===== src/rtl/ldt_pkg.sv =====
package ldt_pkg;

	localparam int CAPACITY_DEF = 32;
	localparam int LAYERS_DEF   = 5;

	localparam int ID_W    = 16;
	localparam int LAYER_W = 3;
	localparam int ORDER_W = 16;
	localparam int MODE_W  = 2;
	localparam int STAT_W  = 2;
	localparam int ENTRY_W = ID_W + LAYER_W + ORDER_W;

	typedef enum logic [MODE_W-1:0] {
		MODE_ADD     = 2'd0,
		MODE_REMOVE  = 2'd1,
		MODE_REORDER = 2'd2,
		MODE_DRAIN   = 2'd3
	} mode_t;

	typedef enum logic [STAT_W-1:0] {
		ST_OK        = 2'd0,
		ST_FULL      = 2'd1,
		ST_NOT_FOUND = 2'd2,
		ST_EMPTY     = 2'd3
	} status_t;

	typedef enum logic [2:0] {
		S_IDLE,
		S_INS,
		S_INS_ZERO,
		S_REM,
		S_REKEY,
		S_DRAIN,
		S_RESP
	} state_t;

	typedef struct packed {
		logic [ID_W-1:0]           id;
		logic [LAYER_W-1:0]        layer;
		logic signed [ORDER_W-1:0] order;
	} entry_t;

	// one result beat handed from the sequencer to the output register
	typedef struct packed {
		logic                      valid;
		logic [ID_W-1:0]           id;
		logic [LAYER_W-1:0]        layer;
		logic signed [ORDER_W-1:0] order;
		status_t                   status;
		logic                      last;
	} emit_t;

endpackage


===== src/rtl/ldt_req_if.sv =====
interface ldt_req_if;
	logic                              valid;
	logic                              ready;
	logic [ldt_pkg::MODE_W-1:0]        mode;
	logic [ldt_pkg::ID_W-1:0]          entry_id;
	logic [ldt_pkg::LAYER_W-1:0]       entry_layer;
	logic signed [ldt_pkg::ORDER_W-1:0] entry_order;

	modport source (output valid, mode, entry_id, entry_layer, entry_order, input ready);
	modport sink (input valid, mode, entry_id, entry_layer, entry_order, output ready);
endinterface


===== src/rtl/ldt_rsp_if.sv =====
interface ldt_rsp_if;
	logic                              valid;
	logic                              ready;
	logic [ldt_pkg::ID_W-1:0]          out_id;
	logic [ldt_pkg::LAYER_W-1:0]       out_layer;
	logic signed [ldt_pkg::ORDER_W-1:0] out_order;
	logic [ldt_pkg::STAT_W-1:0]        status;
	logic                              last;

	modport source (output valid, out_id, out_layer, out_order, status, last, input ready);
	modport sink (input valid, out_id, out_layer, out_order, status, last, output ready);
endinterface


===== src/rtl/layered_sorted_draw_table.sv =====
// layered sorted draw table
// keeps up to CAPACITY entries (id, layer, signed order) sorted by layer, then
// order; equal keys stay in arrival order, a new entry lands after its equals
// req channel: one beat per request, mode 0 add, 1 remove, 2 change order,
// 3 drain; req.ready is high only while the sequencer is idle
// rsp channel: add, remove and change order answer with one beat (last = 1);
// drain sends one beat per entry in draw order, last on the final one, or a
// single empty-status beat when the table holds nothing
// work per request: add makes one pass from the tail that finds the slot and
// shifts in the same sweep; remove makes one sweep over the held entries;
// change order runs a remove sweep, then an insert sweep; drain sends one
// beat per cycle while the output register is free; req.ready is high again
// once the result sits in the output register; the table ram has one read
// and one write per cycle with a registered read
// a stalled receiver holds the output register; the sequencer waits on it
// and never drops or repeats a beat; a new request may be taken while the
// last result still sits unclaimed in the output register
// reset empties the table (count to zero); ram contents are not cleared
// and need no sweep, only the first count entries are ever read
module layered_sorted_draw_table #(
	parameter int CAPACITY = ldt_pkg::CAPACITY_DEF,
	parameter int LAYERS   = ldt_pkg::LAYERS_DEF
) (
	input  logic     clk,
	input  logic     arst_n,
	ldt_req_if.sink  req,
	ldt_rsp_if.source rsp
);

	localparam int AW = $clog2(CAPACITY);
	localparam int CW = $clog2(CAPACITY + 1);

	ldt_pkg::emit_t  emit;
	logic            out_free;
	logic [AW-1:0]   rd_addr, wr_addr;
	logic            wr_en;
	ldt_pkg::entry_t rd_data, wr_data;

	// output register state
	logic                               out_valid_q;
	logic [ldt_pkg::ID_W-1:0]           out_id_q;
	logic [ldt_pkg::LAYER_W-1:0]        out_layer_q;
	logic signed [ldt_pkg::ORDER_W-1:0] out_order_q;
	logic [ldt_pkg::STAT_W-1:0]         status_q;
	logic                               last_q;

	ldt_ram #(
		.WIDTH (ldt_pkg::ENTRY_W),
		.DEPTH (CAPACITY),
		.AW    (AW)
	) u_ram (
		.clk     (clk),
		.wr_en   (wr_en),
		.wr_addr (wr_addr),
		.wr_data (wr_data),
		.rd_addr (rd_addr),
		.rd_data (rd_data)
	);

	ldt_seq #(
		.CAPACITY (CAPACITY),
		.LAYERS   (LAYERS),
		.AW       (AW),
		.CW       (CW)
	) u_seq (
		.clk      (clk),
		.arst_n   (arst_n),
		.req      (req),
		.out_free (out_free),
		.emit     (emit),
		.rd_addr  (rd_addr),
		.rd_data  (rd_data),
		.wr_en    (wr_en),
		.wr_addr  (wr_addr),
		.wr_data  (wr_data)
	);

	// register is free when empty or when its beat leaves this cycle
	assign out_free = !out_valid_q || rsp.ready;

	always_ff @(posedge clk or negedge arst_n) begin
		if (!arst_n) begin
			out_valid_q <= 1'b0;
		end else if (emit.valid) begin
			out_valid_q <= 1'b1;
		end else if (rsp.ready) begin
			out_valid_q <= 1'b0;
		end
	end

	// payload, loaded only with a new beat
	always_ff @(posedge clk) begin
		if (emit.valid) begin
			out_id_q    <= emit.id;
			out_layer_q <= emit.layer;
			out_order_q <= emit.order;
			status_q    <= emit.status;
			last_q      <= emit.last;
		end
	end

	assign rsp.valid     = out_valid_q;
	assign rsp.out_id    = out_id_q;
	assign rsp.out_layer = out_layer_q;
	assign rsp.out_order = out_order_q;
	assign rsp.status    = status_q;
	assign rsp.last      = last_q;

endmodule


===== src/rtl/ldt_ram.sv =====
module ldt_ram #(
	parameter int WIDTH = ldt_pkg::ENTRY_W,
	parameter int DEPTH = ldt_pkg::CAPACITY_DEF,
	parameter int AW    = $clog2(DEPTH)
) (
	input  logic             clk,
	input  logic             wr_en,
	input  logic [AW-1:0]    wr_addr,
	input  logic [WIDTH-1:0] wr_data,
	input  logic [AW-1:0]    rd_addr,
	output logic [WIDTH-1:0] rd_data
);

	logic [WIDTH-1:0] mem [DEPTH];

	always_ff @(posedge clk) begin
		if (wr_en) begin
			mem[wr_addr] <= wr_data;
		end
		rd_data <= mem[rd_addr];
	end

endmodule


===== src/rtl/ldt_cmp.sv =====
module ldt_cmp (
	input  ldt_pkg::entry_t                   ent,
	input  logic [ldt_pkg::LAYER_W-1:0]       key_layer,
	input  logic signed [ldt_pkg::ORDER_W-1:0] key_order,
	input  logic [ldt_pkg::ID_W-1:0]          key_id,
	output logic                              gt,
	output logic                              hit
);

	// stored key strictly above the new key: the new entry goes before it
	assign gt  = (ent.layer > key_layer) ||
	             ((ent.layer == key_layer) && (ent.order > key_order));
	assign hit = (ent.id == key_id);

endmodule


===== src/rtl/ldt_seq.sv =====
module ldt_seq #(
	parameter int CAPACITY = ldt_pkg::CAPACITY_DEF,
	parameter int LAYERS   = ldt_pkg::LAYERS_DEF,
	parameter int AW       = $clog2(CAPACITY),
	parameter int CW       = $clog2(CAPACITY + 1)
) (
	input  logic             clk,
	input  logic             arst_n,
	ldt_req_if.sink          req,
	input  logic             out_free,
	output ldt_pkg::emit_t   emit,
	output logic [AW-1:0]    rd_addr,
	input  ldt_pkg::entry_t  rd_data,
	output logic             wr_en,
	output logic [AW-1:0]    wr_addr,
	output ldt_pkg::entry_t  wr_data
);

	localparam logic [ldt_pkg::LAYER_W-1:0] TOP_LAYER = ldt_pkg::LAYER_W'(LAYERS - 1);

	ldt_pkg::state_t  state_q, state_d;
	ldt_pkg::mode_t   mode_q, req_mode;
	ldt_pkg::status_t status_q;
	logic [AW-1:0]    i_q, i_d;
	logic [CW-1:0]    count_q, cnt_m1;
	logic [ldt_pkg::ID_W-1:0]           id_q;
	logic [ldt_pkg::LAYER_W-1:0]        layer_q, sat_layer;
	logic signed [ldt_pkg::ORDER_W-1:0] order_q;
	logic             found_q;
	logic             accept, at_last, gt, hit;
	ldt_pkg::entry_t  new_ent;

	assign req.ready = (state_q == ldt_pkg::S_IDLE);
	assign accept    = req.valid && req.ready;
	assign req_mode  = ldt_pkg::mode_t'(req.mode);
	assign sat_layer = (req.entry_layer > TOP_LAYER) ? TOP_LAYER : req.entry_layer;
	assign cnt_m1    = count_q - CW'(1);
	assign at_last   = (CW'(i_q) == cnt_m1);
	assign new_ent   = '{id: id_q, layer: layer_q, order: order_q};
	assign rd_addr   = i_d;

	ldt_cmp u_cmp (
		.ent       (rd_data),
		.key_layer (layer_q),
		.key_order (order_q),
		.key_id    (id_q),
		.gt        (gt),
		.hit       (hit)
	);

	// next state
	always_comb begin
		state_d = state_q;
		unique case (state_q)
			ldt_pkg::S_IDLE: begin
				if (accept) begin
					unique case (req_mode) inside
						ldt_pkg::MODE_ADD: begin
							if (count_q == CW'(CAPACITY)) state_d = ldt_pkg::S_RESP;
							else if (count_q == '0) state_d = ldt_pkg::S_INS_ZERO;
							else state_d = ldt_pkg::S_INS;
						end
						ldt_pkg::MODE_REMOVE, ldt_pkg::MODE_REORDER: begin
							state_d = (count_q == '0) ? ldt_pkg::S_RESP : ldt_pkg::S_REM;
						end
						default: begin
							state_d = (count_q == '0) ? ldt_pkg::S_RESP : ldt_pkg::S_DRAIN;
						end
					endcase
				end
			end
			ldt_pkg::S_INS: begin
				if (!gt) state_d = ldt_pkg::S_RESP;
				else if (i_q == '0) state_d = ldt_pkg::S_INS_ZERO;
			end
			ldt_pkg::S_INS_ZERO: state_d = ldt_pkg::S_RESP;
			ldt_pkg::S_REM: begin
				if (at_last) begin
					if ((found_q || hit) && (mode_q == ldt_pkg::MODE_REORDER))
						state_d = ldt_pkg::S_REKEY;
					else
						state_d = ldt_pkg::S_RESP;
				end
			end
			ldt_pkg::S_REKEY: begin
				state_d = (count_q == '0) ? ldt_pkg::S_INS_ZERO : ldt_pkg::S_INS;
			end
			ldt_pkg::S_DRAIN: begin
				if (out_free && at_last) state_d = ldt_pkg::S_IDLE;
			end
			ldt_pkg::S_RESP: begin
				if (out_free) state_d = ldt_pkg::S_IDLE;
			end
			default: state_d = ldt_pkg::S_IDLE;
		endcase
	end

	// memory port, scan index and result beat
	always_comb begin
		i_d     = i_q;
		wr_en   = 1'b0;
		wr_addr = i_q;
		wr_data = rd_data;
		emit    = '0;
		unique case (state_q)
			ldt_pkg::S_IDLE: begin
				if (accept) begin
					if (req_mode == ldt_pkg::MODE_ADD) i_d = cnt_m1[AW-1:0];
					else i_d = '0;
				end
			end
			ldt_pkg::S_INS: begin
				// walk down from the tail, moving larger keys up one slot
				wr_en   = 1'b1;
				wr_addr = i_q + AW'(1);
				if (gt) begin
					if (i_q != '0) i_d = i_q - AW'(1);
				end else begin
					wr_data = new_ent;
				end
			end
			ldt_pkg::S_INS_ZERO: begin
				wr_en   = 1'b1;
				wr_addr = '0;
				wr_data = new_ent;
			end
			ldt_pkg::S_REM: begin
				// after the match every entry slides down one slot
				if (found_q) begin
					wr_en   = 1'b1;
					wr_addr = i_q - AW'(1);
				end
				if (!at_last) i_d = i_q + AW'(1);
			end
			ldt_pkg::S_REKEY: begin
				i_d = cnt_m1[AW-1:0];
			end
			ldt_pkg::S_DRAIN: begin
				emit.valid  = out_free;
				emit.id     = rd_data.id;
				emit.layer  = rd_data.layer;
				emit.order  = rd_data.order;
				emit.status = ldt_pkg::ST_OK;
				emit.last   = at_last;
				if (out_free && !at_last) i_d = i_q + AW'(1);
			end
			ldt_pkg::S_RESP: begin
				emit.valid  = out_free;
				emit.id     = (status_q == ldt_pkg::ST_EMPTY) ? '0 : id_q;
				emit.status = status_q;
				emit.last   = 1'b1;
			end
			default: begin
				i_d = i_q;
			end
		endcase
	end

	always_ff @(posedge clk or negedge arst_n) begin
		if (!arst_n) begin
			state_q  <= ldt_pkg::S_IDLE;
			i_q      <= '0;
			count_q  <= '0;
			mode_q   <= ldt_pkg::MODE_ADD;
			status_q <= ldt_pkg::ST_OK;
			id_q     <= '0;
			layer_q  <= '0;
			order_q  <= '0;
			found_q  <= 1'b0;
		end else begin
			state_q <= state_d;
			i_q     <= i_d;
			unique case (state_q)
				ldt_pkg::S_IDLE: begin
					if (accept) begin
						mode_q   <= req_mode;
						id_q     <= req.entry_id;
						layer_q  <= sat_layer;
						order_q  <= req.entry_order;
						found_q  <= 1'b0;
						status_q <= ldt_pkg::ST_OK;
						if (count_q == '0) begin
							unique case (req_mode) inside
								ldt_pkg::MODE_REMOVE, ldt_pkg::MODE_REORDER:
									status_q <= ldt_pkg::ST_NOT_FOUND;
								ldt_pkg::MODE_DRAIN: status_q <= ldt_pkg::ST_EMPTY;
								default: status_q <= ldt_pkg::ST_OK;
							endcase
						end else if (req_mode == ldt_pkg::MODE_ADD &&
						             count_q == CW'(CAPACITY)) begin
							status_q <= ldt_pkg::ST_FULL;
						end
					end
				end
				ldt_pkg::S_INS: begin
					if (!gt) count_q <= count_q + CW'(1);
				end
				ldt_pkg::S_INS_ZERO: count_q <= count_q + CW'(1);
				ldt_pkg::S_REM: begin
					if (!found_q && hit) begin
						found_q <= 1'b1;
						layer_q <= rd_data.layer;
					end
					if (at_last) begin
						if (found_q || hit) count_q <= cnt_m1;
						else status_q <= ldt_pkg::ST_NOT_FOUND;
					end
				end
				default: begin
					found_q <= found_q;
				end
			endcase
		end
	end

endmodule


===== src/flat_wrapper.sv =====
// flat-port wrapper written by rule: the top's interface ports become plain ports
module layered_sorted_draw_table_flat 
#(
	parameter int CAPACITY = ldt_pkg::CAPACITY_DEF,
	parameter int LAYERS   = ldt_pkg::LAYERS_DEF
)
  (clk, arst_n, req_valid, req_mode, req_entry_id, req_entry_layer, req_entry_order, req_ready, rsp_valid, rsp_out_id, rsp_out_layer, rsp_out_order, rsp_status, rsp_last, rsp_ready);
  ldt_req_if req_i ();
  ldt_rsp_if rsp_i ();
  input  logic clk;
  input  logic arst_n;
  input wire logic [$bits(req_i.valid)-1:0] req_valid;
  input wire logic [$bits(req_i.mode)-1:0] req_mode;
  input wire logic [$bits(req_i.entry_id)-1:0] req_entry_id;
  input wire logic [$bits(req_i.entry_layer)-1:0] req_entry_layer;
  input wire logic [$bits(req_i.entry_order)-1:0] req_entry_order;
  output wire logic [$bits(req_i.ready)-1:0] req_ready;
  output wire logic [$bits(rsp_i.valid)-1:0] rsp_valid;
  output wire logic [$bits(rsp_i.out_id)-1:0] rsp_out_id;
  output wire logic [$bits(rsp_i.out_layer)-1:0] rsp_out_layer;
  output wire logic [$bits(rsp_i.out_order)-1:0] rsp_out_order;
  output wire logic [$bits(rsp_i.status)-1:0] rsp_status;
  output wire logic [$bits(rsp_i.last)-1:0] rsp_last;
  input wire logic [$bits(rsp_i.ready)-1:0] rsp_ready;
  assign req_i.valid = req_valid;
  assign req_i.mode = req_mode;
  assign req_i.entry_id = req_entry_id;
  assign req_i.entry_layer = req_entry_layer;
  assign req_i.entry_order = req_entry_order;
  assign req_ready = req_i.ready;
  assign rsp_valid = rsp_i.valid;
  assign rsp_out_id = rsp_i.out_id;
  assign rsp_out_layer = rsp_i.out_layer;
  assign rsp_out_order = rsp_i.out_order;
  assign rsp_status = rsp_i.status;
  assign rsp_last = rsp_i.last;
  assign rsp_i.ready = rsp_ready;
  layered_sorted_draw_table #(.CAPACITY(CAPACITY), .LAYERS(LAYERS)) u_core (.clk(clk), .arst_n(arst_n), .req(req_i), .rsp(rsp_i));
endmodule

===== config.mk =====
export PLATFORM = sky130hd
export DESIGN_NAME = layered_sorted_draw_table_flat
export DESIGN_NICKNAME = d
export VERILOG_FILES = /design/src/rtl/ldt_pkg.sv /design/src/rtl/ldt_req_if.sv /design/src/rtl/ldt_rsp_if.sv /design/src/rtl/layered_sorted_draw_table.sv /design/src/rtl/ldt_ram.sv /design/src/rtl/ldt_cmp.sv /design/src/rtl/ldt_seq.sv /design/src/flat_wrapper.sv
export SDC_FILE = /design/constraint.sdc
export NUM_CORES = 2
export LEC_CHECK = 0
export BUFFER_PORTS_ARGS = -buffer_cell sky130_fd_sc_hd__clkbuf_2
export CORE_ASPECT_RATIO = 0.8
export CORE_UTILIZATION = 60
export CTS_CLUSTER_DIAMETER = 30
export CTS_CLUSTER_SIZE = 10
export DETAILED_ROUTE_END_ITERATION = 10
export PLACE_DENSITY = 0.87
export SYNTH_ARGS = -nofsm -noshare
export SYNTH_HDL_FRONTEND = slang
export SYNTH_SLANG_ARGS = --single-unit

===== constraint.sdc =====
create_clock -name clk -period 5.48 [get_ports clk]
set_clock_uncertainty 0.1 [all_clocks]
set_input_delay 0.548 -clock clk [delete_from_list [all_inputs] [get_ports clk]]
set_output_delay 0.548 -clock clk [all_outputs]
set_load 0.01 [all_outputs]

Yosys cells after proc, flatten, opt, wreduce, memory -nomap -nowiden
Memory sizes are Yosys's and may differ from the RTL's. A register that Yosys moved wholly into a read port is not among the register bits.
Index checks and enable logic that the tools add are counted.
W data, S select, Z words.
- output and inout port bits: 40
- memories: 1
- word-level logic and storage cells: 126
- memory bits (writable): 1120
- register bits: 93
- bits of input ports: 41
- memories (memory ; depth ; width ; read ports ; clocked after Yosys merged registers in ; write ports ; RTL line ; RTL):
    u_core.u_ram.mem ; 32 ; 35 ; 1 ; 1 ; 1 ; ldt_ram.sv:14 ; logic [WIDTH-1:0] mem [DEPTH];
- add/subtract/negate cells: 4
- reduce and logical (&&, ||, !) cells: 28
- muxes and demuxes: 51
- equal/unequal tests: 24
- $lt $le $gt $ge: 3
- operator list (cell ; number):
    $pmux W35 S2 ; 1
    $mux W35 ; 1
    $mux W5 ; 7
    $pmux W17 S2 ; 1
    $mux W3 ; 11
    $pmux W5 S5 ; 1
    $pmux W3 S7 ; 1
    $mux W6 ; 3
    $pmux W3 S2 ; 3
    $pmux W6 S3 ; 1
    $eq A16 B16 Y1 ; 1
    $gt A16 B16 Y1 ; 1
    $mux W16 ; 1
    $pmux W5 S3 ; 1
    $mux W2 ; 7
    $ne A2 B2 Y1 const B ; 7
    $eq A3 B3 Y1 const B ; 3
    $eq A2 B2 Y1 const B ; 4
    $mux W1 ; 8
    $pmux W2 S2 ; 2
    $reduce_and A4 Y1 ; 2
    $logic_and A1 B1 Y1 ; 7
    $add A6 B1 Y6 const B ; 1
    $eq A3 B2 Y1 const B ; 2
    other kinds (26) ; 33

Longest topological paths before layout
- depth after elaboration: 6
- depth in mapped cells: 17
- gate-level depth less buffers: 13

Cells and area by module
From an unflattened synthesis, not the netlist that was laid out.
- cells, all modules: 3082
- area, all modules: 50307.0 um^2
- modules (own cells, without submodules) (module ; cells each ; seq. area each (um^2) ; times used ; area each (um^2)):
    ldt_ram ; 2469 ; 34332.9 ; 1 ; 44546.5
    ldt_seq ; 478 ; 1351.3 ; 1 ; 3885.0
    layered_sorted_draw_table ; 41 ; 1166.1 ; 1 ; 1188.6
    ldt_cmp ; 94 ; 0.0 ; 1 ; 686.9

Least setup slack after synthesis
No wires, ideal clock.
- kind: register -> register
- start: register u_core.u_seq.order_q[15] (netlist name)
- end: memory u_core.u_ram.mem[0][0] (netlist name), data pin
- slack: 1.106 ns
- period minus slack after synthesis: 4.374 ns
- cell stages (with the launch flop): 12
- arrival: 3.819 ns
- cell sequence: dfrtp_1 inv_1 ha_1 nand4_2 nor2_1 a311o_1 o31a_1 or3_1 nand2_1 a21oi_1 clkbuf_1 o21ai_0
- cells in the longest elaborated chain, start to end: 5
- RTL lines (element ; RTL line ; RTL):
    start: declaration ; ldt_seq.sv:28 ; logic signed [ldt_pkg::ORDER_W-1:0] order_q;
    start signal: assignment ; ldt_seq.sv:179 ; order_q <= req.entry_order;
    $gt A16 B16 Y1 ; ldt_cmp.sv:12 ; ((ent.layer == key_layer) && (ent.order > key_order));
    $logic_and A1 B1 Y1 ; ldt_cmp.sv:12 ;
    $logic_or A1 B1 Y1 ; ldt_cmp.sv:11 ; assign gt = (ent.layer > key_layer) ||
    $mux W35 ; ldt_seq.sv:116 ; if (gt) begin
    $pmux W35 S2 ; ldt_seq.sv:105 ; unique case (state_q)
    via u_core.u_ram.wr_data[0] ; ldt_ram.sv:9 ; input logic [WIDTH-1:0] wr_data,
    end: declaration ; ldt_ram.sv:14 ;
The timed path passes the listed nets, and every way through them passes these cells.

Final worst setup path
- start: register u_core.u_seq.order_q[13] (netlist name)
- end: register u_core.u_ram.rd_data[18], read port of u_core.u_ram.mem
- cells in the longest elaborated chain, start to end: 5
- RTL lines (element ; RTL line ; RTL):
    $gt A16 B16 Y1 ; ldt_cmp.sv:12 ;
    $logic_and A1 B1 Y1 ; ldt_cmp.sv:12 ;
    $logic_or A1 B1 Y1 ; ldt_cmp.sv:11 ;
    $mux W5 ; ldt_seq.sv:116 ;
    $pmux W5 S5 ; ldt_seq.sv:105 ;
    via u_core.rd_addr[2] ; layered_sorted_draw_table.sv:35 ; logic [AW-1:0] rd_addr, wr_addr;
    end: declaration ; ldt_ram.sv:11 ; output logic [WIDTH-1:0] rd_data
The timed path passes the listed nets, and every way through them passes these cells.
A chain may end at the register's enable or synchronous reset.

==> results_dict.tcl <==
set metrics [dict create \
    fp-row-count 92 \
    syn_avg_cell_area_um2 20.8 \
    core_um2 79400 \
    slew_violations 0 \
    grt_pass1_vias 29500 \
    synth_cell_types 72 \
    ir_drop_mv 0.531 \
    power_frac_seq_pct 33.3 \
    clock_path_buffers 3 \
    dp_hpwl_um 72800 \
    syn-cell-area_um2 48500 \
    timing.final.crit_share_pct 102 \
    fill_cells 3966 \
    yosysSeqAreaShare_pct 75.9 \
    post-route-util_pct 71.8 \
    synthCells 2333 \
    p_comb_share_pct 41.2 \
    overflow 0 \
    rrSetupSlack_ns -0.11 \
    cpMaxStageDelayCell "nor4_4" \
    place.gp.congestion 0.902 \
    vias 29200 \
    critPathLaunchType "register" \
    crit_arrival_ns 6.10 \
    period_minus_slack_ns 5.59 \
    p_leak_nw 18.4 \
    drt_first_pass_iters 11 \
    clk_pin_slew_ns 0.06 \
    hold_depth 2 \
    post_drt_via_cell_ratio 7.76 \
    final_cells 3767 \
    cts_tree "done" \
    synth_top_area_share_pct 71.6 \
    grt_pass1_wl_um 216000 \
    placed_cells 3414 \
    setup_ws_ns -0.109 \
    crit_path_end_kind "register" \
    hold_start "req_entry_id[0]" \
    antenna_found_initial 2 \
    die_h_um 256 \
    drt_iter0_drc 6125 \
    power_density_nw_per_um2 768 \
    r2r_end "u_core.u_ram.rd_data[18]$_DFF_P_" \
    cts_buffers 173 \
    syn-num-nets 2399 \
    min_to "u_core.u_seq.id_q[0]$_DFFE_PN0P_" \
    required_ns 5.99 \
    cts.sinks 1248 \
    clk_root_buffer_cell "clkbuf_16" \
    cp_top_family "simple AND/OR/NAND/NOR gates" \
    grt_max_degree 63 \
    die-area_um2 82000 \
    synth_edf_count 1158 \
    synth.ff_latch_count 1248 \
    num_io_pins 81 \
    mostFrequentLayoutCells "1,158 x edfxtp_1, 280 x mux4_2, 174 x clkbuf_16" \
    area_growth_pct 17.5 \
    p_clk_share_pct 25.5 \
    path_max_fanout 22 \
    ys_async_sr_fraction_pct 4.41 \
    nNetsFinal 2656 \
    r2r_cells 14 \
    cp_slowest_stage_delay_ns 0.53 \
    final_common_cell "edfxtp_1" \
    worst-path-buf-inv 3 \
    synth-main-ff-cell "edfxtp_1" \
    portBuffers 80 \
    wirelength_um 155000 \
    fmax_ghz 0.179 \
    status "finished with violations" \
    p_int_mw 27.2 \
    p_total_mw 43.8 \
    ant_nets 0 \
    yosysTopAreaCell "edfxtp_1" \
    cts_max_level 4 \
    grtUsageTotal_pct 38.1 \
    min_path_type "in2reg" \
    remaining_drc_errors 110 \
    r2r-start "u_core.u_seq.order_q[13]$_DFFE_PN0P_" \
    setup_violations 2 \
    drv_cap 0 \
    slew_headroom_pct 5.80 \
    rsz0062_at_grt "false" \
    crit_chain "inv_1 -> ha_1 -> nand4_2 -> nor3_2 -> a21boi_1 -> nor4_2 -> nor4b_2 -> o21ai_0 -> a32oi_2 -> inv_2 -> nand3_2 -> buf_12 -> o22ai_1 -> nor4_4" \
    ys_top_cells_by_area "edfxtp_1 72%, mux4_2 13%, dfrtp_1 2.8%" \
    start_util_pct 61.1 \
    hold_viol_final 0 \
    swShare_pct 37.9 \
    worst_slew_pin_slew_ns 1.41 \
    synth_warnings 0 \
    die_w_um 320 \
    drive_gt1_share_pct 30.8 \
    wl_per_cell_um 41.1 \
    violations "DRC, setup timing" \
    switchingPower_mw 16.6 \
    crit_type "reg2reg" \
    clkLatencyLatePin_ns 0.79 \
]
-- repair_timing --
item	CTS	global route
setup buffers	0	3
hold endpoints to repair	85	0
resized for setup	6	6
hold buffers	31	0
setup endpoints to repair	35	30
pin swaps	0	1
-- per-stage QoR --
stage | hold slack [ns] | TNS [ns] | cell area [µm²] | setup WS (ns)
after global placement | 0.398 | 0 | 50900 | 0.0902
after global routing | 0.0444 | 0 | 57000 | 0.0660
final | 0.0221 | -0.210 | 57000 | -0.109
after detailed placement | 0.400 | -0.110 | 50900 | -0.0810
after CTS | 0.00162 | 0 | 56900 | 0.0303
after floorplan | 0.152 | 0 | 48500 | 1.11
-- synthesized netlist by cell type, types with 17 or more instances --
master and instances:
ha_1 25, a21oi_1 28, dfrtp_1 55, nand2_1 54, clkbuf_1 30, edfxtp_1 1158
a22o_1 17, o21ai_0 38, buf_2 43, and2_1 20, buf_4 33, inv_1 37
xnor2_1 22, o22ai_1 140, dfxtp_1 35, mux2_2 55, nor2_1 72, mux4_2 280
nor4_2 32
-- power groups by stage --
stage	clock network, mW	registers, mW	logic (mW)
after global placement	0	14.4	15.3
after CTS	11.0	14.5	17.1
after detailed placement	0	14.5	16.1
after floorplan	0	14.2	11.5
after global routing	11.5	14.6	18.3
final	11.2	14.6	18.0
-- metal layers --
metal,track usage (%),up-vias,part of all wire (%)
li1,-,10300,-
met1,47.7,14400,31
met2,55.9,3712,45
met3,14.6,878,17
met4,24.7,2,7.5
met5,0.468,-,0.034
-- sequential cells by signal, indices dropped and copies added (netlist names), 5 cells and up --
signal	flops
u_core.u_seq.count_q	6
u_core.u_seq.i_q	5
u_core.rsp.out_id	16
u_core.u_ram.rd_data	35
u_core.u_seq.id_q	16
u_core.rsp.out_order	16
u_core.u_ram.mem	1120
u_core.u_seq.order_q	16
-- layout make-up --
class                   count  area (µm²)  area share, %
diodes                      1        2.50        0.00439
clock buffers             242        4700           8.24
clock inverters            75         971           1.70
inverters                  39         146          0.257
multi-input cells         924       11200           19.6
flip-flops and latches   1248       36900           64.6
well taps                1034        1290           2.27
repair buffers            204        1870           3.29
-- worst max-delay path by stage --
stage	slack, ns	depth (start not counted)	start	endpoint
after floorplan	1.11	11	u_core.u_seq.order_q[15]$_DFFE_PN0P_	u_core.u_ram.mem[0][0]$_DFFE_PP_
after global placement	0.09	11	u_core.u_ram.rd_data[15]$_DFF_P_	u_core.u_ram.rd_data[18]$_DFF_P_
after detailed placement	-0.08	12	u_core.u_seq.order_q[15]$_DFFE_PN0P_	u_core.u_ram.rd_data[18]$_DFF_P_
after CTS	0.03	13	u_core.u_seq.order_q[13]$_DFFE_PN0P_	u_core.u_ram.rd_data[0]$_DFF_P_
after global routing	0.07	14	u_core.u_seq.order_q[13]$_DFFE_PN0P_	u_core.u_ram.rd_data[0]$_DFF_P_
final	-0.11	14	u_core.u_seq.order_q[13]$_DFFE_PN0P_	u_core.u_ram.rd_data[18]$_DFF_P_
-- cell families after synthesis --
| family | after synthesis | synth area share [%] |
|---|---|---|
| compound gates | 271 | 3.65 |
| xor+xnor | 30 | 0.541 |
| fa+ha+maj | 25 | 0.644 |
| buf+inv | 161 | 1.77 |
| flops | 1248 | 75.9 |
| mux | 338 | 14.3 |
| simple gates | 260 | 3.14 |
Note: power is estimated with default switching activity, not from simulation.
